`src/kgsr_pkg.sv`:
```
// ---------------------------------------------------------------------------
// kgsr_pkg
// Shared widths, types and defaults for the k-group stream reverser.
// ---------------------------------------------------------------------------
package kgsr_pkg;

    localparam int VALUE_W       = 32;
    localparam int GS_W          = 5;
    localparam int MAX_GROUP_DEF = 16;

    typedef enum logic {
        ST_IDLE,
        ST_DRAIN
    } t_seq_state;

    // read request issued toward the output stage, one per drained beat
    typedef struct packed {
        logic issue;
        logic run_last;
        logic list_end;
    } t_rd_req;

endpackage

```
`src/kgsr_ifs.sv`:
```
// ---------------------------------------------------------------------------
// kgsr interfaces
// Valid/ready channels for input beats, result beats and the config write.
// ---------------------------------------------------------------------------
interface kgsr_in_if;
    logic                                valid;
    logic                                ready;
    logic signed [kgsr_pkg::VALUE_W-1:0] value;
    logic                                list_last;

    modport source (output valid, output value, output list_last, input ready);
    modport sink   (input valid, input value, input list_last, output ready);
endinterface

interface kgsr_out_if;
    logic                                valid;
    logic                                ready;
    logic signed [kgsr_pkg::VALUE_W-1:0] out_value;
    logic                                run_last;
    logic                                list_end;

    modport source (output valid, output out_value, output run_last, output list_end,
                    input ready);
    modport sink   (input valid, input out_value, input run_last, input list_end,
                    output ready);
endinterface

interface kgsr_cfg_if;
    logic                         valid;
    logic                         ready;
    logic [kgsr_pkg::GS_W-1:0]    data;

    modport source (output valid, output data, input ready);
    modport sink   (input valid, input data, output ready);
endinterface

```
`src/kgsr_mem.sv`:
```
// ---------------------------------------------------------------------------
// kgsr_mem
// Group buffer: one write port, one read port, registered read data.
// ---------------------------------------------------------------------------
module kgsr_mem #(
    parameter int DEPTH = 16,
    parameter int AW    = $clog2(DEPTH)
) (
    input  logic                                i_clk,
    input  logic                                i_we,
    input  logic [AW-1:0]                       i_waddr,
    input  logic signed [kgsr_pkg::VALUE_W-1:0] i_wdata,
    input  logic                                i_re,
    input  logic [AW-1:0]                       i_raddr,
    output logic signed [kgsr_pkg::VALUE_W-1:0] o_rdata
);
    import kgsr_pkg::*;

    logic signed [VALUE_W-1:0] r_mem [DEPTH];
    logic signed [VALUE_W-1:0] r_rdata;

    always_ff @(posedge i_clk) begin
        if (i_we) begin
            r_mem[i_waddr] <= i_wdata;
        end
    end

    // hold read data unless a new read is issued
    always_ff @(posedge i_clk) begin
        if (i_re) begin
            r_rdata <= r_mem[i_raddr];
        end
    end

    assign o_rdata = r_rdata;

endmodule

```
`src/kgsr_seq.sv`:
```
// ---------------------------------------------------------------------------
// kgsr_seq
// Fill counter, group size register and drain sequencer for the buffer.
// ---------------------------------------------------------------------------
module kgsr_seq #(
    parameter int MAX_GROUP = 16,
    parameter int AW        = $clog2(MAX_GROUP),
    parameter int FCW       = $clog2(MAX_GROUP + 1)
) (
    input  logic                                i_clk,
    input  logic                                i_rst_n,
    kgsr_in_if.sink                             in_ch,
    kgsr_cfg_if.sink                            cfg_ch,
    input  logic                                i_adv,
    output logic                                o_we,
    output logic [AW-1:0]                       o_waddr,
    output logic signed [kgsr_pkg::VALUE_W-1:0] o_wdata,
    output logic [AW-1:0]                       o_raddr,
    output kgsr_pkg::t_rd_req                   o_req
);
    import kgsr_pkg::*;

    localparam int CMPW = (FCW > GS_W) ? FCW : GS_W;

    t_seq_state       r_state, n_state;
    logic [FCW-1:0]   r_fill, n_fill;
    logic [FCW-1:0]   r_left, n_left;
    logic [AW-1:0]    r_addr, n_addr;
    logic             r_rev, n_rev;
    logic             r_last, n_last;
    logic [GS_W-1:0]  r_gs;

    logic [CMPW-1:0]  gs_x;
    logic [CMPW-1:0]  eff;
    logic [CMPW-1:0]  cnt;
    logic             accept;
    logic             full_grp;
    logic             trig;
    logic             issue;
    logic             final_beat;

    always_ff @(posedge i_clk) begin
        if (!i_rst_n) begin
            r_gs <= GS_W'(1);
        end else if (cfg_ch.valid) begin
            r_gs <= cfg_ch.data;
        end
    end
    assign cfg_ch.ready = 1'b1;

    // zero acts as one, anything past the buffer depth saturates
    always_comb begin
        gs_x = CMPW'(r_gs);
        if (r_gs == '0) begin
            eff = CMPW'(1);
        end else if (gs_x > CMPW'(MAX_GROUP)) begin
            eff = CMPW'(MAX_GROUP);
        end else begin
            eff = gs_x;
        end
    end

    assign in_ch.ready = (r_state == ST_IDLE);
    assign accept      = in_ch.valid && in_ch.ready;
    assign cnt         = CMPW'(r_fill) + CMPW'(1);
    assign full_grp    = (cnt >= eff);
    assign trig        = full_grp || in_ch.list_last;
    assign issue       = (r_state == ST_DRAIN) && i_adv;
    assign final_beat  = (r_left == FCW'(1));

    assign o_we    = accept;
    assign o_waddr = r_fill[AW-1:0];
    assign o_wdata = in_ch.value;
    assign o_raddr = r_addr;

    // next state
    always_comb begin
        n_state = r_state;
        case (r_state)
            ST_IDLE: begin
                if (accept && trig) begin
                    n_state = ST_DRAIN;
                end
            end
            ST_DRAIN: begin
                if (issue && final_beat) begin
                    n_state = ST_IDLE;
                end
            end
            default: n_state = ST_IDLE;
        endcase
    end

    // datapath and outputs
    always_comb begin
        n_fill = r_fill;
        n_left = r_left;
        n_addr = r_addr;
        n_rev  = r_rev;
        n_last = r_last;
        o_req  = '0;
        case (r_state)
            ST_IDLE: begin
                if (accept) begin
                    if (trig) begin
                        n_fill = '0;
                        n_left = cnt[FCW-1:0];
                        n_rev  = full_grp;
                        n_last = in_ch.list_last;
                        n_addr = full_grp ? r_fill[AW-1:0] : '0;
                    end else begin
                        n_fill = cnt[FCW-1:0];
                    end
                end
            end
            ST_DRAIN: begin
                o_req.issue    = issue;
                o_req.run_last = final_beat;
                o_req.list_end = final_beat && r_last;
                if (issue) begin
                    n_left = r_left - FCW'(1);
                    n_addr = r_rev ? (r_addr - AW'(1)) : (r_addr + AW'(1));
                end
            end
            default: ;
        endcase
    end

    always_ff @(posedge i_clk) begin
        if (!i_rst_n) begin
            r_state <= ST_IDLE;
            r_fill  <= '0;
            r_left  <= '0;
        end else begin
            r_state <= n_state;
            r_fill  <= n_fill;
            r_left  <= n_left;
        end
    end

    always_ff @(posedge i_clk) begin
        r_addr <= n_addr;
        r_rev  <= n_rev;
        r_last <= n_last;
    end

    a_fill_below_depth: assert property (@(posedge i_clk) disable iff (!i_rst_n)
        r_fill < FCW'(MAX_GROUP))
        else $error("fill count reached buffer depth");

    a_drain_has_beats: assert property (@(posedge i_clk) disable iff (!i_rst_n)
        (r_state == ST_DRAIN) |-> (r_left != '0) && (r_fill == '0))
        else $error("drain with no beats left or buffer not reset");

    a_drain_ends: assert property (@(posedge i_clk) disable iff (!i_rst_n)
        (issue && final_beat) |=> (r_state == ST_IDLE))
        else $error("drain did not end after final beat");

endmodule

```
`src/kgsr_out.sv`:
```
// ---------------------------------------------------------------------------
// kgsr_out
// Read-pending stage and output register for drained result beats.
// ---------------------------------------------------------------------------
module kgsr_out (
    input  logic                                i_clk,
    input  logic                                i_rst_n,
    input  kgsr_pkg::t_rd_req                   i_req,
    input  logic signed [kgsr_pkg::VALUE_W-1:0] i_rdata,
    output logic                                o_adv,
    kgsr_out_if.source                          out_ch
);
    import kgsr_pkg::*;

    logic                r_p_valid;
    logic                r_p_run_last;
    logic                r_p_list_end;
    logic                r_o_valid;
    logic signed [VALUE_W-1:0] r_o_value;
    logic                r_o_run_last;
    logic                r_o_list_end;
    logic                out_free;

    assign out_free = !r_o_valid || out_ch.ready;
    assign o_adv    = !r_p_valid || out_free;

    always_ff @(posedge i_clk) begin
        if (!i_rst_n) begin
            r_p_valid <= 1'b0;
            r_o_valid <= 1'b0;
        end else begin
            if (o_adv) begin
                r_p_valid <= i_req.issue;
            end
            if (out_free) begin
                r_o_valid <= r_p_valid;
            end
        end
    end

    always_ff @(posedge i_clk) begin
        if (o_adv) begin
            r_p_run_last <= i_req.run_last;
            r_p_list_end <= i_req.list_end;
        end
        if (out_free) begin
            r_o_value    <= i_rdata;
            r_o_run_last <= r_p_run_last;
            r_o_list_end <= r_p_list_end;
        end
    end

    assign out_ch.valid     = r_o_valid;
    assign out_ch.out_value = r_o_value;
    assign out_ch.run_last  = r_o_run_last;
    assign out_ch.list_end  = r_o_list_end;

    a_issue_needs_room: assert property (@(posedge i_clk) disable iff (!i_rst_n)
        i_req.issue |-> o_adv)
        else $error("read issued while pending stage is blocked");

    a_pending_holds: assert property (@(posedge i_clk) disable iff (!i_rst_n)
        (r_p_valid && !o_adv) |=> r_p_valid && $stable(r_p_run_last)
                                  && $stable(r_p_list_end) && $stable(i_rdata))
        else $error("pending beat lost while blocked");

endmodule

```
`src/k_group_stream_reverser.sv`:
```
// ---------------------------------------------------------------------------
// k_group_stream_reverser
// Buffers values into groups, emits full groups reversed, a short tail in order.
// ---------------------------------------------------------------------------
// Result path: the closing beat starts the drain, and each drained beat passes the
//   buffer read register and pending stage, then the output register. Throughput:
//   one input beat per cycle while a group fills, none until it drains; results
//   leave at one beat per cycle while the sink is ready, limited by one read port.
// Reset: fill count and sequencer clear, group size returns to 1; the buffer
//   itself is not cleared and needs no clearing pass.
module k_group_stream_reverser #(
    parameter int MAX_GROUP = kgsr_pkg::MAX_GROUP_DEF
) (
    input  logic       i_clk,
    input  logic       i_rst_n,
    kgsr_in_if.sink    i_in,
    kgsr_cfg_if.sink   i_cfg,
    kgsr_out_if.source o_out
);
    import kgsr_pkg::*;

    localparam int AW  = $clog2(MAX_GROUP);
    localparam int FCW = $clog2(MAX_GROUP + 1);

    logic                      we;
    logic [AW-1:0]             waddr;
    logic signed [VALUE_W-1:0] wdata;
    logic [AW-1:0]             raddr;
    logic signed [VALUE_W-1:0] rdata;
    logic                      adv;
    t_rd_req                   req;

    kgsr_seq #(
        .MAX_GROUP (MAX_GROUP),
        .AW        (AW),
        .FCW       (FCW)
    ) u_seq (
        .i_clk   (i_clk),
        .i_rst_n (i_rst_n),
        .in_ch   (i_in),
        .cfg_ch  (i_cfg),
        .i_adv   (adv),
        .o_we    (we),
        .o_waddr (waddr),
        .o_wdata (wdata),
        .o_raddr (raddr),
        .o_req   (req)
    );

    kgsr_mem #(
        .DEPTH (MAX_GROUP),
        .AW    (AW)
    ) u_mem (
        .i_clk   (i_clk),
        .i_we    (we),
        .i_waddr (waddr),
        .i_wdata (wdata),
        .i_re    (req.issue),
        .i_raddr (raddr),
        .o_rdata (rdata)
    );

    kgsr_out u_out (
        .i_clk   (i_clk),
        .i_rst_n (i_rst_n),
        .i_req   (req),
        .i_rdata (rdata),
        .o_adv   (adv),
        .out_ch  (o_out)
    );

endmodule

```
`src/flat_wrapper.sv`:
```
// flat-port wrapper written by rule: the top's interface ports become plain ports
module k_group_stream_reverser_flat import kgsr_pkg::*;
#(
    parameter int MAX_GROUP = kgsr_pkg::MAX_GROUP_DEF
)
  (i_clk, i_rst_n, i_in_valid, i_in_value, i_in_list_last, i_in_ready, i_cfg_valid, i_cfg_data, i_cfg_ready, o_out_valid, o_out_out_value, o_out_run_last, o_out_list_end, o_out_ready);
  kgsr_in_if i_in_i ();
  kgsr_cfg_if i_cfg_i ();
  kgsr_out_if o_out_i ();
  input  logic i_clk;
  input  logic i_rst_n;
  input wire logic [$bits(i_in_i.valid)-1:0] i_in_valid;
  input wire logic [$bits(i_in_i.value)-1:0] i_in_value;
  input wire logic [$bits(i_in_i.list_last)-1:0] i_in_list_last;
  output wire logic [$bits(i_in_i.ready)-1:0] i_in_ready;
  input wire logic [$bits(i_cfg_i.valid)-1:0] i_cfg_valid;
  input wire logic [$bits(i_cfg_i.data)-1:0] i_cfg_data;
  output wire logic [$bits(i_cfg_i.ready)-1:0] i_cfg_ready;
  output wire logic [$bits(o_out_i.valid)-1:0] o_out_valid;
  output wire logic [$bits(o_out_i.out_value)-1:0] o_out_out_value;
  output wire logic [$bits(o_out_i.run_last)-1:0] o_out_run_last;
  output wire logic [$bits(o_out_i.list_end)-1:0] o_out_list_end;
  input wire logic [$bits(o_out_i.ready)-1:0] o_out_ready;
  assign i_in_i.valid = i_in_valid;
  assign i_in_i.value = i_in_value;
  assign i_in_i.list_last = i_in_list_last;
  assign i_in_ready = i_in_i.ready;
  assign i_cfg_i.valid = i_cfg_valid;
  assign i_cfg_i.data = i_cfg_data;
  assign i_cfg_ready = i_cfg_i.ready;
  assign o_out_valid = o_out_i.valid;
  assign o_out_out_value = o_out_i.out_value;
  assign o_out_run_last = o_out_i.run_last;
  assign o_out_list_end = o_out_i.list_end;
  assign o_out_i.ready = o_out_ready;
  k_group_stream_reverser #(.MAX_GROUP(MAX_GROUP)) u_core (.i_clk(i_clk), .i_rst_n(i_rst_n), .i_in(i_in_i), .i_cfg(i_cfg_i), .o_out(o_out_i));
endmodule
```
`config.mk`:
```
export PLATFORM = sky130hd
export DESIGN_NAME = k_group_stream_reverser_flat
export DESIGN_NICKNAME = d
export VERILOG_FILES = /design/src/kgsr_pkg.sv /design/src/kgsr_ifs.sv /design/src/kgsr_mem.sv /design/src/kgsr_seq.sv /design/src/kgsr_out.sv /design/src/k_group_stream_reverser.sv /design/src/flat_wrapper.sv
export SDC_FILE = /design/constraint.sdc
export NUM_CORES = 1
export LEC_CHECK = 0
export ABC_AREA = 0
export BUFFER_PORTS_ARGS = -buffer_cell sky130_fd_sc_hd__buf_2
export CAP_MARGIN = 20
export CORE_ASPECT_RATIO = 0.75
export CORE_MARGIN = 4
export CORE_UTILIZATION = 66
export DETAILED_ROUTE_END_ITERATION = 16
export GPL_TIMING_DRIVEN = 1
export PLACE_DENSITY = 0.81
export RECOVER_POWER = 100
export SYNTH_ARGS = -nofsm -noshare
export SYNTH_HDL_FRONTEND = slang
export SYNTH_SLANG_ARGS = --single-unit
```
`constraint.sdc`:
```
create_clock -name i_clk -period 9.75 [get_ports i_clk]
set_input_delay 0.4875 -clock i_clk [delete_from_list [all_inputs] [get_ports i_clk]]
set_output_delay 0.4875 -clock i_clk [all_outputs]
set_load 0.005 [all_outputs]
```
==> metrics, run 1 <==
status complete, but fails checks; violated checks max-capacitance violations, max-slew violations; Max Cap Viol 20; Final TNS setup 0 ns; Final setup viols 0; Initial Util 67.5%; RSZ-0062 raised after global routing no; Hold Path Origin i_cfg_data[3]; minimum clock period 5.79 ns; PortBufs 78; slew margin rel. -175%; Adder-Cell Fraction of Synth Area 0.802%; reg2reg end u_core.u_mem.o_rdata[18]; vias per cell 6.71; Placed Area 0.0238 mm^2; DRT Wirelength 49.6 mm; post-CTS setup buffers 0; Syn Area/Cell 23.5 um^2; CTS H-tree depth 2; xor/xnor cell area share of the yosys netlist 0.231%; Skew-Pair Late Insertion Delay 0.59 ns; fin area 0.0253 mm^2; critical path launch point type flip-flop; Hold Path Class input port to flip-flop; Hold Path Stages 3; kind of critical path flip-flop to flip-flop; max-slew violation count 605; global route overflow 0; Synth Net Count 1025; mux cell area share after synthesis 16.2%; Longest Clk Path Bufs 3; Yosys warnings 0; Remaining DRCs 0; largest net degree at the start of global routing 73; R2R Path Start u_core.u_seq.o_raddr[0]; post-route antenna net violation count 0; ys async rst share 0%; Post-synth EDFFs 586; worst-margin pin slew 4.12 ns; Worst Setup Slack post-DPL 6.35 ns; worst reg2reg path depth 4; vias in the first global route 11000; CTS Buf Count 52; area growth from synthesis to layout 11.3%; post-synthesis simple-gate area fraction 1.70%; TritonCTS clock tree yes; Final Skew 0.0267 ns; compound-gate portion of the synthesized area 0.852%; initial antenna violation count 2; clk root buf clkbuf_16; initial DRC count 1438; Final WS setup 3.96 ns; Worst setup EP type flip-flop; clock-pin slew on the worst setup and hold paths 0.07 ns; fillers 1844; wire per inst 31.5 um; first-pass GRT wire length 73.1 mm; Die Area 0.0376 mm^2; Fin. Hold Viols 0; DP Wirelength 23.3 mm; largest family of logic cells by synthesized area multiplexers; Core ar. 0.0337 mm^2; crit share post-route 59.4%; critical path fanouts, max 51; Synth cell types 42; Pwr Total 5.90 mW; DRT Pass-1 Iters 5; Final Util 75.1%; Post-Syn Instances 968; Worst Path Arrival 6.11 ns; Die Y-Extent 169 um; mapped cell area 0.0228 mm^2; Tot GR Track Use 26.9%; Pwr per Cell Area 233 mW/mm^2; worst vdd ir 0.202 mV; Die X 222 um; # rows 58; I/O pin count 80; Final GP Congestion 0.768; Synth Flop Type edfxtp_1; Sink Count 604; #FFs+latches synth 604; R2R Setup Slk 3.96 ns; Post-CTS Hold Buffers 0; nets 1137; vias after detailed routing 10600; post-synthesis sequential area ratio 78.9%; Post-CTS Resized 0; worst path required time 10.07 ns; fmax 0.173 GHz; Hold Path Sink u_core.u_seq.gs_x[3]; ratio of cells with drive above 1 in the final layout 24.7%; Pleak 7.95 nW
[where the power goes]
group	internal, mW	leakage, nW	switching, mW
logic	0.390	1.58	0.370
clock network	1.22	0.860	0.899
registers	2.97	5.51	0.0488
[synth_stat cells (all sizes together), types with 9 or more instances]
master / count / share of area [%]
nand2: 23 / 0.38
inv: 13 / 0.21
o21ai: 9 / 0.20
nor2: 25 / 0.41
buf: 18 / 0.67
nor3: 9 / 0.20
mux4: 160 / 16
clkbuf: 27 / 0.45
nand3: 11 / 0.24
dfxtp: 18 / 1.6
ha: 13 / 0.71
a21oi: 13 / 0.29
edfxtp: 586 / 77
[critical path: stages, from the launching register on]
cell and delay [ns]:
edfxtp_1 0.37, clkbuf_1 2.89, buf_4 1.06, mux4_2 0.62, mux4_2 0.50
[cell usage in the layout, fill, tap and decap left out, types with 2 or more instances in the layout]
master     synthesis  final
edfxtp_1         586    586
mux4_2           160    160
clkbuf_1          27     83
clkbuf_16          0     54
buf_2              5     25
nand2_1           23     23
dfxtp_1           18     18
nor2_1            25     17
a21oi_1           13     13
ha_1              13     13
clkinv_2           0     12
inv_1             11     11
nand3_1           11     11
clkinv_1           0     10
o21ai_0            4      9
nor3_1             9      8
nor2_4             0      8
mux2i_1            8      8
bufinv_16          0      8
buf_4              1      5
nand2b_1           4      4
xnor2_1            4      4
nor2b_1            3      3
and3_1             2      2
inv_2              2      2
xor2_1             2      2
o21a_1             2      2
a31oi_1            2      2
[layer usage]
metal | global-route usage, % | wire length [um]
met1 | 37.2 | 18800
met2 | 45.5 | 25800
met3 | 5.29 | 3920
met4 | 7.23 | 1050
met5 | 0 | 13
[cells by family after synthesis]
logic type               after synthesis
other                                  1
AO/OA/AOI/OAI                         33
XOR/XNOR                               6
multiplexers                         168
AND/OR/NAND/NOR                       84
buffers and inverters                 58
flip-flops                           604
adder cells (fa/ha/maj)               14
[worst max-delay path by stage]
stage	start	slack, ns	cells past startpoint	end
2_1_floorplan	i_in_valid	6.07	4	u_core.u_mem.r_mem[3][0]
3_3_place_gp	u_core.u_seq.o_raddr[0]	6.44	4	u_core.u_mem.o_rdata[17]
3_5_place_dp	u_core.u_seq.o_raddr[0]	6.35	4	u_core.u_mem.o_rdata[28]
4_1_cts	u_core.u_seq.o_raddr[0]	6.25	4	u_core.u_mem.o_rdata[18]
5_1_grt	u_core.u_seq.o_raddr[0]	3.15	4	u_core.u_mem.o_rdata[18]
6_report	u_core.u_seq.o_raddr[0]	3.96	4	u_core.u_mem.o_rdata[18]
[area by class of cell]
| cell class | count | area, um^2 | area share [%] |
|---|---|---|---|
| flip-flops and latches | 604 | 18000 | 70.9 |
| multi-input cells | 306 | 4570 | 18.0 |
| clock buffers | 64 | 1390 | 5.48 |
| well taps | 450 | 563 | 2.22 |
| repair buffers | 103 | 437 | 1.72 |
| clock inverters | 32 | 359 | 1.42 |
| inverters | 13 | 48.8 | 0.193 |
| diodes | 1 | 2.50 | 0.00988 |
[sequential cells by signal, summed over array words and instances, names as in the netlist]
register / flops
u_core.u_mem.r_mem: 512
u_core.u_mem.o_rdata: 32
u_core.u_out.out_ch.out_value: 32
u_core.u_seq.gs_x: 5
u_core.u_seq.r_fill: 5
u_core.u_seq.r_left: 5
u_core.u_seq.o_raddr: 4
u_core.u_out.out_ch.list_end: 1
u_core.u_out.out_ch.run_last: 1
u_core.u_out.out_ch.valid: 1
u_core.u_out.r_p_list_end: 1
u_core.u_out.r_p_run_last: 1
u_core.u_out.r_p_valid: 1
u_core.u_seq.r_last: 1
u_core.u_seq.r_rev: 1
u_core.u_seq.r_state: 1
[metrics by stage]
step,std cells,hold slack (ns)
6_report,1573,0.137
5_1_grt,1573,0.132
4_1_cts,1571,0.107
3_5_place_dp,1475,0.405
3_3_place_gp,1475,0.402
2_1_floorplan,968,0.400
(Power assumes the default switching activity.)
==> run 2: changes to the inputs <==
--- a/config.mk
+++ b/config.mk
@@ -10,10 +10,10 @@
 export CAP_MARGIN = 20
 export CORE_ASPECT_RATIO = 0.75
 export CORE_MARGIN = 4
-export CORE_UTILIZATION = 66
+export CORE_UTILIZATION = 55
 export DETAILED_ROUTE_END_ITERATION = 16
 export GPL_TIMING_DRIVEN = 1
-export PLACE_DENSITY = 0.81
+export PLACE_DENSITY = 0.72
 export RECOVER_POWER = 100
 export SYNTH_ARGS = -nofsm -noshare
 export SYNTH_HDL_FRONTEND = slang
==> constraint.sdc (replaced) <==
create_clock -name i_clk -period 4.7 [get_ports i_clk]
set_input_delay 0.235 -clock i_clk [delete_from_list [all_inputs] [get_ports i_clk]]
set_output_delay 0.235 -clock i_clk [all_outputs]
set_load 0.005 [all_outputs]
==> metrics, run 2 (synthesis gave the netlist of run 1 again) <==
Hold Path Stages 3 (unchanged); vias in the first global route 10500 (was 11000); Remaining DRCs 0 (unchanged); # rows 64 (was 58); Die Y-Extent 184 um (was 169 um); Die Area 0.0447 mm^2 (was 0.0376 mm^2); Sink Count 604 (unchanged); sequential power share 52.1% (was 51.2%); post-CTS setup buffers 0 (unchanged); register area 0.0180 mm^2 (unchanged); vias per cell 6.11 (was 6.71); clk root buf clkbuf_16 (unchanged); first-pass GRT wire length 69.3 mm (was 73.1 mm); Initial Util 55.7% (was 67.5%); post-route antenna net violation count 0 (unchanged); max incr delay on CP 1.06 ns (was 2.89 ns); Final GP Congestion 0.774 (was 0.768); critical path fanouts, max 21 (was 51); cell-internal power 9.37 mW (was 4.59 mW); sw power 2.68 mW (was 1.32 mW); fmax 0.275 GHz (was 0.173 GHz); minimum clock period 3.64 ns (was 5.79 ns); nets 1155 (was 1137); clock-pin slew on the worst setup and hold paths 0.06 ns (was 0.07 ns); initial antenna violation count 2 (unchanged); area of the multi-input gates 0.00456 mm^2 (was 0.00457 mm^2); reg2reg end u_core.u_mem.r_mem[14][12] (was u_core.u_mem.o_rdata[18]); critical-path cell list nor2b_1 > nand2_1 > nor2_1 > clkbuf_2 (was clkbuf_1 > buf_4 > mux4_2 > mux4_2); Sw Share 22.3% (about the same); Worst setup EP type flip-flop (unchanged); commonest non-fill, non-tap cells in the layout 586 x edfxtp_1, 160 x mux4_2, 82 x clkbuf_1 (was 586 x edfxtp_1, 160 x mux4_2, 83 x clkbuf_1); Tot GR Track Use 21.0% (was 26.9%); Worst Setup Slack post-DPL 1.58 ns (was 6.35 ns); CTS Buf Count 53 (was 52); worst-margin pin slew 1.86 ns (was 4.12 ns); commonest non-fill, non-tap cell in the layout edfxtp_1 (unchanged); TritonCTS clock tree yes (unchanged); slew margin rel. -24.0% (was -175%); status complete, but fails checks (unchanged); Hold Path Origin i_cfg_valid (was i_cfg_data[3]); Hold Path Sink u_core.u_seq.gs_x[3] (unchanged); max-slew violation count 154 (was 605); DRT Pass-1 Iters 5 (unchanged); Core ar. 0.0408 mm^2 (was 0.0337 mm^2); R2R Path Start u_core.u_seq.r_state (was u_core.u_seq.o_raddr[0]); Final TNS setup 0 ns (unchanged); Fin. Hold Viols 0 (unchanged); Pleak 8.00 nW (was 7.95 nW); DRT Wirelength 45.7 mm (was 49.6 mm); kind of critical path flip-flop to flip-flop (unchanged); crit share post-route 77.4% (was 59.4%); Die X 243 um (was 222 um); Clock Power Share 35.2% (was 36.0%); Final Skew 0.0173 ns (was 0.0267 ns); Hold Path Class input port to flip-flop (unchanged); wire per inst 27.3 um (was 31.5 um); Comb power frac 12.7% (was 12.9%); global route overflow 0 (unchanged); largest net degree at the start of global routing 87 (was 73); DP Wirelength 24.6 mm (was 23.3 mm); Max Cap Viol 3 (was 20); critical path launch point type flip-flop (unchanged); Final setup viols 0 (unchanged); PortBufs 78 (unchanged); CTS H-tree depth 2 (unchanged); area growth from synthesis to layout 12.1% (was 11.3%); Worst Path Arrival 3.83 ns (was 6.11 ns); worst vdd ir 0.352 mV (was 0.202 mV); Final WS setup 1.06 ns (was 3.96 ns); vias after detailed routing 10200 (was 10600); violated checks max-capacitance violations, max-slew violations (unchanged); worst reg2reg path depth 4 (unchanged); Pwr per Cell Area 472 mW/mm^2 (was 233 mW/mm^2); Skew-Pair Late Insertion Delay 0.58 ns (was 0.59 ns); Biggest register u_core.u_mem.r_mem (unchanged); I/O pin count 80 (unchanged); crit path max-delay cell type nor2_1 (was clkbuf_1); fillers 2753 (was 1844); RSZ-0062 raised after global routing no (unchanged); Longest Clk Path Bufs 3 (unchanged); ratio of cells with drive above 1 in the final layout 24.6% (was 24.7%); worst path required time 4.90 ns (was 10.07 ns); max FFs per register 512 (unchanged); initial DRC count 1143 (was 1438); R2R Setup Slk 1.06 ns (was 3.96 ns)
run 2: final cells by class:
class                      count  area share [%]
clock buffer                  67            5.69
clock inverter                32            1.00
sequential                   604            70.3
timing repair buffer         120            2.30
antenna                        2          0.0196
inverter                      13           0.191
multi-input combinational    306            17.9
tap                          528            2.59
run 2: critical path: cells and delay by family (launching register included):
| kind | cells | cell delay, ns |
|---|---|---|
| buffers and inverters | 1 | 0.80 |
| DFF | 1 | 0.46 |
| and+or+nand+nor | 3 | 1.96 |
run 2: how the worst max path moves through the flow:
| stage | slack (ns) | from | endpoint | depth (start not counted) |
|---|---|---|---|---|
| after floorplan | 1.18 | u_core.u_seq.r_state | u_core.u_mem.r_mem[3][0] | 4 |
| after global routing | 0.80 | u_core.u_seq.r_state | u_core.u_mem.r_mem[14][12] | 4 |
| after detailed placement | 1.58 | u_core.u_seq.r_state | u_core.u_mem.r_mem[3][17] | 4 |
| final | 1.06 | u_core.u_seq.r_state | u_core.u_mem.r_mem[14][12] | 4 |
| after CTS | 1.57 | u_core.u_seq.r_state | u_core.u_mem.r_mem[3][19] | 4 |
| after global placement | 1.76 | u_core.u_seq.r_state | u_core.u_mem.r_mem[3][20] | 4 |
run 2: power groups by stage:
stage	Combinational [mW]	Sequential, mW	Clock, mW
after detailed placement	1.56	6.39	0
after global routing	1.67	6.29	4.58
after CTS	1.57	6.28	4.32
after global placement	1.54	6.38	0
final	1.53	6.28	4.25
after floorplan	1.18	6.33	0
run 2: repair_timing:
item,CTS,global route
endpoints found under the hold margin,9,0
resized for setup,0,0
hold buffers,10,0
run 2: stage by stage:
step / instance area, um^2 / power, mW / hold slack, ns / instances / util (%)
4_1_cts: 25700 / 12.2 / 0.00706 / 1669 / 63.0
2_1_floorplan: 22800 / 7.51 / 0.297 / 968 / -
3_5_place_dp: 23900 / 7.95 / 0.405 / 1560 / 58.6
5_1_grt: 25500 / 12.5 / 0.0414 / 1670 / 62.5
3_3_place_gp: 23900 / 7.93 / 0.402 / 1560 / 58.6
6_report: 25500 / 12.1 / 0.0283 / 1672 / 62.5
run 2: metal layers:
layer,vias up,wire length [um],GRT usage [%]
li1,4346,-,-
met3,53,2970,3.81
met2,337,23300,35.4
met1,5481,18900,30.0
met5,-,13,0
met4,2,500,3.48
